`src/design/sae_pkg.sv`:
```
// ----------------------------------------------------------------------------
// sae_pkg
// types, codes and the microcode table of the stack engine
// ----------------------------------------------------------------------------
package sae_pkg;

	// field widths and default stack depth
	localparam int STACK_DEPTH_DEF = 64;
	localparam int WORD_W          = 32;
	localparam int LINE_W          = 16;
	localparam int ACT_W           = 3;
	localparam int ST_W            = 3;
	localparam int TDATA_W         = WORD_W + LINE_W;

	// operation codes
	localparam logic [ACT_W-1:0] ACT_PUSH  = 3'd0;
	localparam logic [ACT_W-1:0] ACT_PRINT = 3'd1;
	localparam logic [ACT_W-1:0] ACT_SWAP  = 3'd2;
	localparam logic [ACT_W-1:0] ACT_ADD   = 3'd3;
	localparam logic [ACT_W-1:0] ACT_SUB   = 3'd4;

	// result status codes
	localparam logic [ST_W-1:0] ST_DONE  = 3'd0;
	localparam logic [ST_W-1:0] ST_PRINT = 3'd1;
	localparam logic [ST_W-1:0] ST_EMPTY = 3'd2;
	localparam logic [ST_W-1:0] ST_SHORT = 3'd3;
	localparam logic [ST_W-1:0] ST_FULL  = 3'd4;

	// microprogram steps
	typedef enum logic [3:0] {
		UPC_IDLE,
		UPC_PUSH,
		UPC_FULL,
		UPC_SHORT,
		UPC_EMPTY,
		UPC_NOPZ,
		UPC_NOP0,
		UPC_NOP1,
		UPC_PR0,
		UPC_PR1,
		UPC_OP0,
		UPC_OP1,
		UPC_SW2,
		UPC_SW3,
		UPC_AS2
	} upc_t;

	typedef enum logic [1:0] {RD_NONE, RD_TOP, RD_SEC, RD_PTR} rd_sel_t;
	typedef enum logic [2:0] {WR_NONE, WR_PUSH, WR_TOP_RD, WR_SEC_A, WR_SEC_ALU} wr_sel_t;
	typedef enum logic [1:0] {CNT_KEEP, CNT_INC, CNT_DEC, CNT_CLR} cnt_op_t;
	typedef enum logic [2:0] {REG_NONE, REG_A, REG_B, REG_PTR_LOAD, REG_PTR_DEC} reg_op_t;
	typedef enum logic [2:0] {VS_ZERO, VS_PUSH, VS_RDATA, VS_B, VS_ALU} val_src_t;
	typedef enum logic [1:0] {J_NEXT, J_WAIT, J_OPSEL, J_LOOP} jmp_t;

	// one control word
	typedef struct packed {
		rd_sel_t         rd;
		wr_sel_t         wr;
		cnt_op_t         cnt_op;
		reg_op_t         reg_op;
		logic            emit;
		logic [ST_W-1:0] status;
		val_src_t        val_src;
		logic            line_en;
		logic            last_ptr;
		jmp_t            jmp;
		upc_t            nxt;
	} uc_t;

	// datapath status seen by the sequencer
	typedef struct packed {
		logic empty;
		logic lt2;
		logic full;
		logic is_swap;
		logic ptr_zero;
	} seq_stat_t;

	// entry step for a newly accepted operation
	function automatic upc_t dispatch(logic [ACT_W-1:0] act, seq_stat_t st);
		upc_t u;
		case (act) inside
			ACT_PUSH:                   u = st.full ? UPC_FULL : UPC_PUSH;
			ACT_PRINT:                  u = st.empty ? UPC_EMPTY : UPC_PR0;
			ACT_SWAP, ACT_ADD, ACT_SUB: u = st.lt2 ? UPC_SHORT : UPC_OP0;
			default:                    u = st.empty ? UPC_NOPZ : UPC_NOP0;
		endcase
		return u;
	endfunction

	// microcode table
	function automatic uc_t uc_rom(upc_t upc);
		uc_t w;
		w = '{rd: RD_NONE, wr: WR_NONE, cnt_op: CNT_KEEP, reg_op: REG_NONE,
			emit: 1'b0, status: ST_DONE, val_src: VS_ZERO, line_en: 1'b0,
			last_ptr: 1'b0, jmp: J_NEXT, nxt: UPC_IDLE};
		case (upc)
			UPC_IDLE: begin
				w.jmp = J_WAIT;
			end
			UPC_PUSH: begin
				w.wr      = WR_PUSH;
				w.cnt_op  = CNT_INC;
				w.emit    = 1'b1;
				w.val_src = VS_PUSH;
			end
			UPC_FULL: begin
				w.cnt_op  = CNT_CLR;
				w.emit    = 1'b1;
				w.status  = ST_FULL;
				w.line_en = 1'b1;
			end
			UPC_SHORT: begin
				w.cnt_op  = CNT_CLR;
				w.emit    = 1'b1;
				w.status  = ST_SHORT;
				w.line_en = 1'b1;
			end
			UPC_EMPTY: begin
				w.emit   = 1'b1;
				w.status = ST_EMPTY;
			end
			UPC_NOPZ: begin
				w.emit = 1'b1;
			end
			UPC_NOP0: begin
				w.rd  = RD_TOP;
				w.nxt = UPC_NOP1;
			end
			UPC_NOP1: begin
				w.emit    = 1'b1;
				w.val_src = VS_RDATA;
			end
			UPC_PR0: begin
				w.rd     = RD_TOP;
				w.reg_op = REG_PTR_LOAD;
				w.nxt    = UPC_PR1;
			end
			UPC_PR1: begin
				w.rd       = RD_PTR;
				w.reg_op   = REG_PTR_DEC;
				w.emit     = 1'b1;
				w.status   = ST_PRINT;
				w.val_src  = VS_RDATA;
				w.last_ptr = 1'b1;
				w.jmp      = J_LOOP;
				w.nxt      = UPC_PR1;
			end
			UPC_OP0: begin
				w.rd  = RD_TOP;
				w.nxt = UPC_OP1;
			end
			UPC_OP1: begin
				w.rd     = RD_SEC;
				w.reg_op = REG_A;
				w.jmp    = J_OPSEL;
			end
			UPC_SW2: begin
				w.wr     = WR_TOP_RD;
				w.reg_op = REG_B;
				w.nxt    = UPC_SW3;
			end
			UPC_SW3: begin
				w.wr      = WR_SEC_A;
				w.emit    = 1'b1;
				w.val_src = VS_B;
			end
			UPC_AS2: begin
				w.wr      = WR_SEC_ALU;
				w.cnt_op  = CNT_DEC;
				w.emit    = 1'b1;
				w.val_src = VS_ALU;
			end
			default: begin
				w.jmp = J_NEXT;
			end
		endcase
		return w;
	endfunction

endpackage

```
`src/design/sae_ram.sv`:
```
// ----------------------------------------------------------------------------
// sae_ram
// generic single write port, single read port ram with registered read
// ----------------------------------------------------------------------------
module sae_ram #(
	parameter int WIDTH = sae_pkg::WORD_W,
	parameter int DEPTH = sae_pkg::STACK_DEPTH_DEF
) (
	input  logic                     clk,
	input  logic                     we,
	input  logic [$clog2(DEPTH)-1:0] waddr,
	input  logic [WIDTH-1:0]         wdata,
	input  logic                     re,
	input  logic [$clog2(DEPTH)-1:0] raddr,
	output logic [WIDTH-1:0]         rdata
);

	logic [WIDTH-1:0] mem_q [DEPTH];

	// write and registered read
	always_ff @(posedge clk) begin
		if (we) begin
			mem_q[waddr] <= wdata;
		end
		if (re) begin
			rdata <= mem_q[raddr];
		end
	end

endmodule

```
`src/design/sae_useq.sv`:
```
// ----------------------------------------------------------------------------
// sae_useq
// step counter and jump logic over the microcode table
// ----------------------------------------------------------------------------
module sae_useq (
	input  logic                           clk,
	input  logic                           arst_n,
	input  logic                           in_valid,
	input  logic [sae_pkg::ACT_W-1:0]      action,
	input  sae_pkg::seq_stat_t             stat,
	input  logic                           out_busy,
	output sae_pkg::uc_t                   uc,
	output logic                           in_ready,
	output logic                           advance
);

	import sae_pkg::*;

	upc_t upc_q;
	upc_t upc_nxt;

	// current control word, stall on a result step while the output is full
	assign uc       = uc_rom(upc_q);
	assign in_ready = (upc_q == UPC_IDLE);
	assign advance  = !(uc.emit && out_busy);

	// next step
	always_comb begin
		case (uc.jmp)
			J_WAIT:  upc_nxt = in_valid ? dispatch(action, stat) : UPC_IDLE;
			J_NEXT:  upc_nxt = uc.nxt;
			J_OPSEL: upc_nxt = stat.is_swap ? UPC_SW2 : UPC_AS2;
			J_LOOP:  upc_nxt = stat.ptr_zero ? UPC_IDLE : uc.nxt;
			default: upc_nxt = UPC_IDLE;
		endcase
	end

	// step counter
	always_ff @(posedge clk or negedge arst_n) begin
		if (!arst_n) begin
			upc_q <= UPC_IDLE;
		end else if (advance) begin
			upc_q <= upc_nxt;
		end
	end

endmodule

```
`src/design/stack_alu_engine.sv`:
```
// ----------------------------------------------------------------------------
// stack_alu_engine
// bounded integer stack with push, print all, swap, add and subtract
//
// channel  dir  handshake          payload
// s_*      in   tvalid / tready    tuser: action, tdata: push_value, src_line
// m_*      out  tvalid / tready    tuser: status, tdata: element_value,
//                                  error_line, tlast: last
//
// one microcode step per cycle unless stalled; ram: one read, one write port
// push, full, short, empty: direct result; no-op: reads top; add, subtract:
// read top, second, write result; swap: read both, write both; print: top down
// reset clears the element count, the step counter and the output valid
// a result step waits while the output register holds an untaken result
// ----------------------------------------------------------------------------
module stack_alu_engine #(
	parameter int STACK_DEPTH = sae_pkg::STACK_DEPTH_DEF
) (
	input  logic                          clk,
	input  logic                          arst_n,
	input  logic                          s_tvalid,
	output logic                          s_tready,
	// [31:0] push_value, [47:32] src_line
	input  logic [sae_pkg::TDATA_W-1:0]   s_tdata,
	// [2:0] action
	input  logic [sae_pkg::ACT_W-1:0]     s_tuser,
	output logic                          m_tvalid,
	input  logic                          m_tready,
	// [31:0] element_value, [47:32] error_line
	output logic [sae_pkg::TDATA_W-1:0]   m_tdata,
	// [2:0] status
	output logic [sae_pkg::ST_W-1:0]      m_tuser,
	output logic                          m_tlast
);

	import sae_pkg::*;

	localparam int AW = $clog2(STACK_DEPTH);
	localparam int CW = $clog2(STACK_DEPTH + 1);

	// control and item registers
	logic [CW-1:0]     cnt_q;
	logic [ACT_W-1:0]  act_q;
	logic [WORD_W-1:0] val_q;
	logic [LINE_W-1:0] line_q;
	logic [WORD_W-1:0] a_q;
	logic [WORD_W-1:0] b_q;
	logic [AW-1:0]     ptr_q;

	logic              m_tvalid_q;
	logic [TDATA_W-1:0] m_tdata_q;
	logic [ST_W-1:0]   m_tuser_q;
	logic              m_tlast_q;

	uc_t               uc;
	seq_stat_t         stat;
	logic              advance;
	logic              accept;
	logic              emit_fire;

	logic [CW-1:0]     cnt_m1;
	logic [CW-1:0]     cnt_m2;
	logic [AW-1:0]     top_addr;
	logic [AW-1:0]     sec_addr;
	logic [AW-1:0]     ptr_m1;

	logic              ram_we;
	logic [AW-1:0]     ram_waddr;
	logic [WORD_W-1:0] ram_wdata;
	logic              ram_re;
	logic [AW-1:0]     ram_raddr;
	logic [WORD_W-1:0] ram_rdata;

	logic [WORD_W-1:0] alu;
	logic [WORD_W-1:0] emit_val;

	// stack addresses
	assign cnt_m1   = cnt_q - CW'(1);
	assign cnt_m2   = cnt_q - CW'(2);
	assign top_addr = cnt_m1[AW-1:0];
	assign sec_addr = cnt_m2[AW-1:0];
	assign ptr_m1   = ptr_q - AW'(1);

	// status towards the sequencer
	assign stat.empty    = (cnt_q == '0);
	assign stat.lt2      = (cnt_q < CW'(2));
	assign stat.full     = (cnt_q == CW'(STACK_DEPTH));
	assign stat.is_swap  = (act_q == ACT_SWAP);
	assign stat.ptr_zero = (ptr_q == '0);

	sae_useq u_useq (
		.clk      (clk),
		.arst_n   (arst_n),
		.in_valid (s_tvalid),
		.action   (s_tuser),
		.stat     (stat),
		.out_busy (m_tvalid_q && !m_tready),
		.uc       (uc),
		.in_ready (s_tready),
		.advance  (advance)
	);

	assign accept    = s_tvalid && s_tready;
	assign emit_fire = uc.emit && advance;

	// latch the incoming transaction
	always_ff @(posedge clk) begin
		if (accept) begin
			act_q  <= s_tuser;
			val_q  <= s_tdata[WORD_W-1:0];
			line_q <= s_tdata[TDATA_W-1:WORD_W];
		end
	end

	// adder and subtractor, second element against the top
	assign alu = (act_q == ACT_ADD) ? (ram_rdata + a_q) : (ram_rdata - a_q);

	// read port
	always_comb begin
		case (uc.rd)
			RD_TOP:  ram_raddr = top_addr;
			RD_SEC:  ram_raddr = sec_addr;
			RD_PTR:  ram_raddr = ptr_m1;
			default: ram_raddr = '0;
		endcase
	end
	assign ram_re = advance && (uc.rd != RD_NONE) && !(uc.rd == RD_PTR && stat.ptr_zero);

	// write port
	always_comb begin
		case (uc.wr)
			WR_PUSH: begin
				ram_waddr = cnt_q[AW-1:0];
				ram_wdata = val_q;
			end
			WR_TOP_RD: begin
				ram_waddr = top_addr;
				ram_wdata = ram_rdata;
			end
			WR_SEC_A: begin
				ram_waddr = sec_addr;
				ram_wdata = a_q;
			end
			WR_SEC_ALU: begin
				ram_waddr = sec_addr;
				ram_wdata = alu;
			end
			default: begin
				ram_waddr = '0;
				ram_wdata = '0;
			end
		endcase
	end
	assign ram_we = advance && (uc.wr != WR_NONE);

	sae_ram #(
		.WIDTH (WORD_W),
		.DEPTH (STACK_DEPTH)
	) u_ram (
		.clk   (clk),
		.we    (ram_we),
		.waddr (ram_waddr),
		.wdata (ram_wdata),
		.re    (ram_re),
		.raddr (ram_raddr),
		.rdata (ram_rdata)
	);

	// element count
	always_ff @(posedge clk or negedge arst_n) begin
		if (!arst_n) begin
			cnt_q <= '0;
		end else if (advance) begin
			case (uc.cnt_op)
				CNT_INC: cnt_q <= cnt_q + CW'(1);
				CNT_DEC: cnt_q <= cnt_m1;
				CNT_CLR: cnt_q <= '0;
				default: cnt_q <= cnt_q;
			endcase
		end
	end

	// operand and print pointer registers
	always_ff @(posedge clk) begin
		if (advance) begin
			case (uc.reg_op)
				REG_A:        a_q   <= ram_rdata;
				REG_B:        b_q   <= ram_rdata;
				REG_PTR_LOAD: ptr_q <= top_addr;
				REG_PTR_DEC:  ptr_q <= ptr_m1;
				default:      ;
			endcase
		end
	end

	// result value
	always_comb begin
		case (uc.val_src)
			VS_PUSH:  emit_val = val_q;
			VS_RDATA: emit_val = ram_rdata;
			VS_B:     emit_val = b_q;
			VS_ALU:   emit_val = alu;
			default:  emit_val = '0;
		endcase
	end

	// output register valid
	always_ff @(posedge clk or negedge arst_n) begin
		if (!arst_n) begin
			m_tvalid_q <= 1'b0;
		end else if (emit_fire) begin
			m_tvalid_q <= 1'b1;
		end else if (m_tready) begin
			m_tvalid_q <= 1'b0;
		end
	end

	// output register payload
	always_ff @(posedge clk) begin
		if (emit_fire) begin
			m_tdata_q <= {(uc.line_en ? line_q : LINE_W'(0)), emit_val};
			m_tuser_q <= uc.status;
			m_tlast_q <= uc.last_ptr ? stat.ptr_zero : 1'b1;
		end
	end

	assign m_tvalid = m_tvalid_q;
	assign m_tdata  = m_tdata_q;
	assign m_tuser  = m_tuser_q;
	assign m_tlast  = m_tlast_q;

endmodule

```
`config.mk`:
```
export PLATFORM = sky130hd
export DESIGN_NAME = stack_alu_engine
export DESIGN_NICKNAME = d
export VERILOG_FILES = /design/src/design/sae_pkg.sv /design/src/design/sae_ram.sv /design/src/design/sae_useq.sv /design/src/design/stack_alu_engine.sv
export SDC_FILE = /design/constraint.sdc
export NUM_CORES = 2
export LEC_CHECK = 0
export BUFFER_PORTS_ARGS = -buffer_cell sky130_fd_sc_hd__buf_2
export CELL_PAD_IN_SITES_DETAIL_PLACEMENT = 2
export CELL_PAD_IN_SITES_GLOBAL_PLACEMENT = 2
export CORE_MARGIN = 2
export CORE_UTILIZATION = 49
export DETAILED_ROUTE_END_ITERATION = 12
export PLACE_DENSITY_LB_ADDON = 0.1
export SKIP_CTS_REPAIR_TIMING = 1
export SYNTH_ARGS = -nofsm -noshare
export SYNTH_HDL_FRONTEND = slang
export SYNTH_SLANG_ARGS = --single-unit
```
`constraint.sdc`:
```
create_clock -name clk -period 19.8 [get_ports clk]
set_clock_uncertainty 0.1 [all_clocks]
set_input_delay 0.99 -clock clk [delete_from_list [all_inputs] [get_ports clk]]
set_output_delay 0.99 -clock clk [all_outputs]
set_load 0.02 [all_outputs]
```
Yosys cells after proc, flatten, opt, wreduce, memory -nomap -nowiden:

Memory sizes are Yosys's and may differ from the RTL's. A register that Yosys moved wholly into a read port is not among the register bits.
Cells that the tools add are included.
W data, S select, Z words.

* memory bits (writable): 2048
* memories: 1
* latch bits: 0
* word-level logic and storage cells: 129
* output and inout bits: 54
* flip-flop bits (word level): 185
* bits in read-only memories: 0

* mux-type cells: 33
* multiply operators: 0
* bitwise logic cells: 1
* reduce and logical (&&, ||, !) cells: 32
* divide/modulo/power cells: 0
* equal/unequal tests: 42
* add/subtract/negate cells: 6
* shift-type cells: 0
* order comparisons: 1

Memories
* u_ram.mem_q: words 64, bits a word 32, read ports 1, clocked after memory_dff 1, write ports 1, RTL line sae_ram.sv:18 `logic [WIDTH-1:0] mem_q [DEPTH];`

Operator list (number)
* $pmux W32 S4: 2
* $pmux W3 S4: 4
* $pmux W6 S3: 2
* $add A32 B32 Y32: 1
* $mux W32: 1
* $pmux W4 S4: 2
* $sub A32 B32 Y32: 1
* $eq A3 B2 Y1 const B: 10
* $eq A4 B4 Y1 const B: 7
* $mux W4: 7
* $pmux W7 S3: 1
* $pmux W2 S3: 3
* $eq A4 B3 Y1 const B: 4
* $eq A2 B2 Y1 const B: 6
* $eq A3 B1 Y1 const B: 4
* $eq A3 B3 Y1 const B: 4
* $pmux W6 S2: 1
* $reduce_or A9 Y1: 1
* $eq A4 B2 Y1 const B: 2
* $logic_and A1 B1 Y1: 8
* $reduce_and A2 Y1: 4
* $reduce_or A2 Y1: 4
* $add A7 B1 Y7 const B: 1
* $eq A7 B7 Y1 const B: 1
* other kinds (18): 34

Longest topological paths before layout:

* depth in word-level cells: 8
* depth in mapped cells: 19
* depth with buffers taken out: 19

By module:

Synthesis repeated with hierarchy kept, for this count alone.

* cells, all modules: 4421
* area total of the unflattened synthesis: 90359.2 um2

Modules (own cells, without submodules)
* sae_ram: area each 78835.6 um2, cells an instance 3324, instances 1
* stack_alu_engine: area each 10842.9 um2, cells an instance 1001, instances 1
* sae_useq: area each 680.7 um2, cells an instance 96, instances 1

Worst setup path before layout:

No wires, ideal clock.

* path type: register to register
* start: register a_q[4]
* end: memory u_ram.mem_q[0][29] in the netlist's numbering, data pin
* buffers on the path: 0
* cell stages (with the launch flop): 18
* slack: 12639 ps
* required time: 18998 ps
* arrival: 6359 ps
* library setup time: 702 ps
* period minus slack after synthesis: 7161 ps
* path through: edfxtp_1 -> or4_4 -> or4_1 -> nor4_1 -> and3b_1 -> nand3b_1 -> o31ai_1 -> xnor2_1 -> ha_1 -> a21oi_1 -> o21ai_0 -> a21oi_1 -> o21bai_1 -> a21oi_1 -> nor2_1 -> a311oi_1 -> xor2_1 -> o21ai_0

* longest elaborated chain between the ends: 3

Ends and longest elaborated chain
* from (decl): RTL line stack_alu_engine.sv:46 `logic [WORD_W-1:0] a_q;`
* from (signal assigned): RTL line stack_alu_engine.sv:187 `REG_A: a_q <= ram_rdata;`
* $sub A32 B32 Y32 or $add A32 B32 Y32 (tied branches): RTL line stack_alu_engine.sv:116 `assign alu = (act_q == ACT_ADD) ? (ram_rdata + a_q) : (ram_rdata - a_q);`
* $mux W32 (*): RTL line stack_alu_engine.sv:116
* $pmux W32 S4 (*): RTL line stack_alu_engine.sv:131 `case (uc.wr)`
* via ram_wdata[29]: RTL line stack_alu_engine.sv:69 `logic [WORD_W-1:0] ram_wdata;`
* to (decl): RTL line sae_ram.sv:18

Mark *: on every way through the listed nets, which the timed path passes. The rest lies on a longest branch.

Worst setup path in the final report:

* start: register u_useq.upc_q[3]
* end: register u_ram.rdata[30] (read register of u_ram.mem_q), data pin

* longest elaborated chain between the ends: 7

Ends and longest elaborated chain
* from (decl): RTL line sae_useq.sv:19 `upc_t upc_q;`
* from (signal assigned): RTL line sae_useq.sv:43 `upc_q <= upc_nxt;`
* $eq A4 B3 Y1, or another cell as far along: RTL line sae_pkg.sv:97 `case (upc)`
* $reduce_or A3 Y1 (no source line) or $reduce_or A9 Y1 (tied branches)
* $pmux W2 S3 or $mux W1 (tied branches): RTL line sae_pkg.sv:97
* $eq A2 B2 Y1 or $logic_and A1 B1 Y1 (tied branches): RTL line stack_alu_engine.sv:120, stack_alu_engine.sv:127, sae_useq.sv:25
* $logic_and A1 B1 Y1 or $logic_not A1 Y1 (tied branches): RTL line stack_alu_engine.sv:127, sae_useq.sv:25
* $logic_not A1 Y1 or $logic_and A1 B1 Y1 (tied branches): RTL line stack_alu_engine.sv:127 `assign ram_re = advance && (uc.rd != RD_NONE) && !(uc.rd == RD_PTR && stat.ptr_zero);`
* $logic_and A1 B1 Y1: RTL line stack_alu_engine.sv:127
* to (decl): RTL line sae_ram.sv:15 `output logic [WIDTH-1:0] rdata`

Several ways; a longest one is shown, not always the timed one.
A chain may end at the register's enable or synchronous reset.

==> results.md <==
Run status
- finished, violations left — outcome
- capacitance limit, slew limit — violations in the final reports

Global routing
- 0.102 — grt met3 use
- 31 — number of antenna violations at the first check in global routing
- 563000 µm — first-pass GRT wire length
- 161 — largest net degree at the start of global routing
- 0.672 — fraction of met2 tracks used by global routing
- 0 — gr ovfl total
- 0.420 — overall routing resource usage
- met2 — busiest layer in global routing
- 0.513 — met1 Track Usage GR
- 70600 — number of global-route vias before repair

Logic synthesis
- sky130_fd_sc_hd__edfxtp_1 — dominant register cell in the synthesized netlist
- 0.737 — Seq/Total Area, Yosys
- 92200 µm² — synthesized cell area
- 0.734 — portion of synthesized cell area occupied by the leading cell type
- 13.9 µm² — Synth Area per Inst
- sky130_fd_sc_hd__edfxtp_1 — top cell type by total area after synthesis
- 6754 — syn_nets
- sky130_fd_sc_hd__edfxtp_1 — most common cell in the synthesized netlist
- 96 — Netlist cell types
- 2253 — count of flip-flops with a built-in enable after synthesis
- 0 — count of warnings emitted by yosys
- 6652 — number of instances in the synthesized netlist
- 2253 x sky130_fd_sc_hd__edfxtp_1, 1589 x sky130_fd_sc_hd__nand2_1, 645 x sky130_fd_sc_hd__nand3_1 — commonest cells in the synthesized netlist
- sky130_fd_sc_hd__edfxtp_1 73%, sky130_fd_sc_hd__nand2_1 6.5%, sky130_fd_sc_hd__nand3_1 3.5% — largest cells by area after synthesis
- 0.00530 — fraction of registers with async set or reset after synthesis
- 2265 — flip-flop and latch count after synthesis

Detailed routing
- 409000 µm — final WL
- 0 — Post-DRT Antenna Nets
- 6 — number of iterations in the first detailed-routing pass
- 10000 — number of DRC markers in iteration 0
- 66900 — detailed-route via count
- 43.1 µm — routed length per placed instance
- 0 — DRC
- 7.05 — Avg Vias per Cell

Floorplan
- 0.492 — Initial Utilization
- 438 µm — die span in y
- 159 — Site Rows
- 192000 µm² — Die ar.
- 187000 µm² — core area
- 109 — ports placed on the boundary
- 438 µm — Horiz. Die Dim

Job
- 8 — Max-Cap Viols

Finish
- 6887 — number of nets in the layout
- 12.2% — area added between synthesis and finish
- 0.122 — layout cell share with drive strength beyond 1
- 103000 µm² — area of all placed cells without fillers

Worst setup path
- flop — element type at the critical path end
- flop — critical path launch point type
- flop to flop — Worst Setup Path Type
- 160 — maximum fanout count along the critical path
- 8250 ps — data arrival time of the worst path
- 20290 ps — WP data required
- 12 — worst reg-to-reg path cell count

STA
- no — setup repair after global routing missed its margin
- 0 ps — Total Neg Setup Slack
- 0 — number of failing hold endpoints at the final stage
- 12040 ps — Worst Slack Setup Final
- 0.392 — final cycle utilization of the critical path
- 0 — number of setup violations in the final report
- 129 MHz — highest clock frequency the design can meet
- 1710 ps — slew at the pin closest to its max-slew limit
- 33 — number of max-slew violations in the final report
- 7760 ps — Final min period
- -0.143 — Max transition margin

Place
- 0.866 — final weighted congestion in routability-driven placement
- 12660 ps — worst slack at placement
- 96100 µm² — post-placement cell area
- 215000 µm — post-detailed-placement half-perimeter wirelength
- 108 — port bufs

Clock tree
- 228 — Num CTS Buffers
- sky130_fd_sc_hd__clkbuf_16 — Root Buffer Master
- 910 ps — later-pin clock latency in the skew report
- 70 ps — clock edge transition at the registers on the reported setup and hold paths
- yes — CTS tree
- 4 — CTS HTree Levels
- 2265 — clock sinks
- 3 — CTS Buffer Depth

Power and ir drop
- 189 nW/µm² — power density of the placed cells
- 0.223 mV — peak supply drop
- 35.6 nW — leakage power summed over all cells

Worst hold path
- 1 — cell depth of the worst hold path
- input pin to flop — Tightest Hold Check Type

report_power, final:
group / total, mW / switching, mW / internal, mW
Combinational: 8.61 / 6.71 / 1.90
Clock: 4.51 / 2.07 / 2.44
Sequential: 6.47 / 0.311 / 6.16
registers in the layout (all words and copies together) (netlist names):
register / cells
ptr_q: 6
u_ram.mem_q: 2048
u_useq.upc_q: 4
a_q: 32
u_ram.rdata: 32
b_q: 32
m_tuser: 3
act_q: 3
m_tvalid: 1
val_q: 32
m_tlast: 1
cnt_q: 7
m_tdata: 48
line_q: 16
layer usage:
layer / wire [µm] / share of wire / vias to the layer above
li1: - / - / 25400
met1: 144000 / 0.35 / 35000
met3: 43900 / 0.11 / 1418
met2: 192000 / 0.47 / 5073
met5: 249 / 0.00061 / -
met4: 29100 / 0.071 / 34
stage by stage:
stage,hold WS (ps),total power [mW],utilization,cells
5_1_grt,156,19.8,0.552,9483
3_3_place_gp,432,13.9,0.513,9048
6_report,173,19.6,0.552,9492
3_5_place_dp,443,14.4,0.513,9049
4_1_cts,-140,19.2,0.552,9471
2_1_floorplan,397,10.7,-,6652
cell type report:
class / count / area [µm²]
Antenna cell: 20 / 50.0
Clock buffer: 285 / 6030
Clock inverter: 137 / 1260
Fill cell: 16900 / 84000
Inverter: 29 / 109
Multi-Input combinational cell: 3954 / 22800
Sequential cell: 2265 / 68000
Tap cell: 2495 / 3120
Timing Repair Buffer: 307 / 2120
cell families (layout without fill, tap and decap cells):
| kind of cell | Yosys count | count (layout) | share of synthesized area |
|---|---|---|---|
| xor gates and xnor gates | 66 | 66 | 0.00627 |
| other | 0 | 20 | 0 |
| muxes | 222 | 222 | 0.0306 |
| DFF | 2265 | 2265 | 0.737 |
| and+or+nand+nor | 2669 | 2669 | 0.126 |
| buffers and inverters | 433 | 758 | 0.0237 |
| adders and majority gates | 47 | 47 | 0.00646 |
| AOI/OAI and AO/OA | 950 | 950 | 0.0700 |
path summary, 6_finish.rpt:
kind / slack (ps) / start / end
worst max-delay path: 12040 / u_useq.upc_q[3] / u_ram.rdata[30]
worst min-delay path: 170 / s_tdata[2] / val_q[2]
worst max register to register: 12040 / u_useq.upc_q[3] / u_ram.rdata[30]
worst min register to register: 460 / line_q[3] / m_tdata[35]
max in group asynchronous: 18890 / arst_n / cnt_q[6]
min in group asynchronous: 440 / arst_n / u_useq.upc_q[1]
layout by cell type (no fill, tap or decap), drive strengths merged, types with 53 or more instances in the layout:
cell       n
a31oi    106
edfxtp  2253
nor3      57
a21oi    236
nor2     163
o21ai    146
nand2   1592
a211oi    53
buf      306
nand3    646
clkbuf   285
mux2i    146
clkinv   108
and3     108
worst max-delay path: stages, from the launching register on:
cell                        delay [ps]
sky130_fd_sc_hd__dfrtp_1           810
sky130_fd_sc_hd__nand4bb_4         310
sky130_fd_sc_hd__nand2b_2          420
sky130_fd_sc_hd__buf_4             420
sky130_fd_sc_hd__and2_4            680
sky130_fd_sc_hd__buf_12            650
sky130_fd_sc_hd__buf_12            700
sky130_fd_sc_hd__buf_4             730
sky130_fd_sc_hd__mux4_2            580
sky130_fd_sc_hd__a22oi_1           200
sky130_fd_sc_hd__nand3_1           270
sky130_fd_sc_hd__o22ai_1          1110
sky130_fd_sc_hd__a311oi_1          200
(Power assumes the default switching activity.)
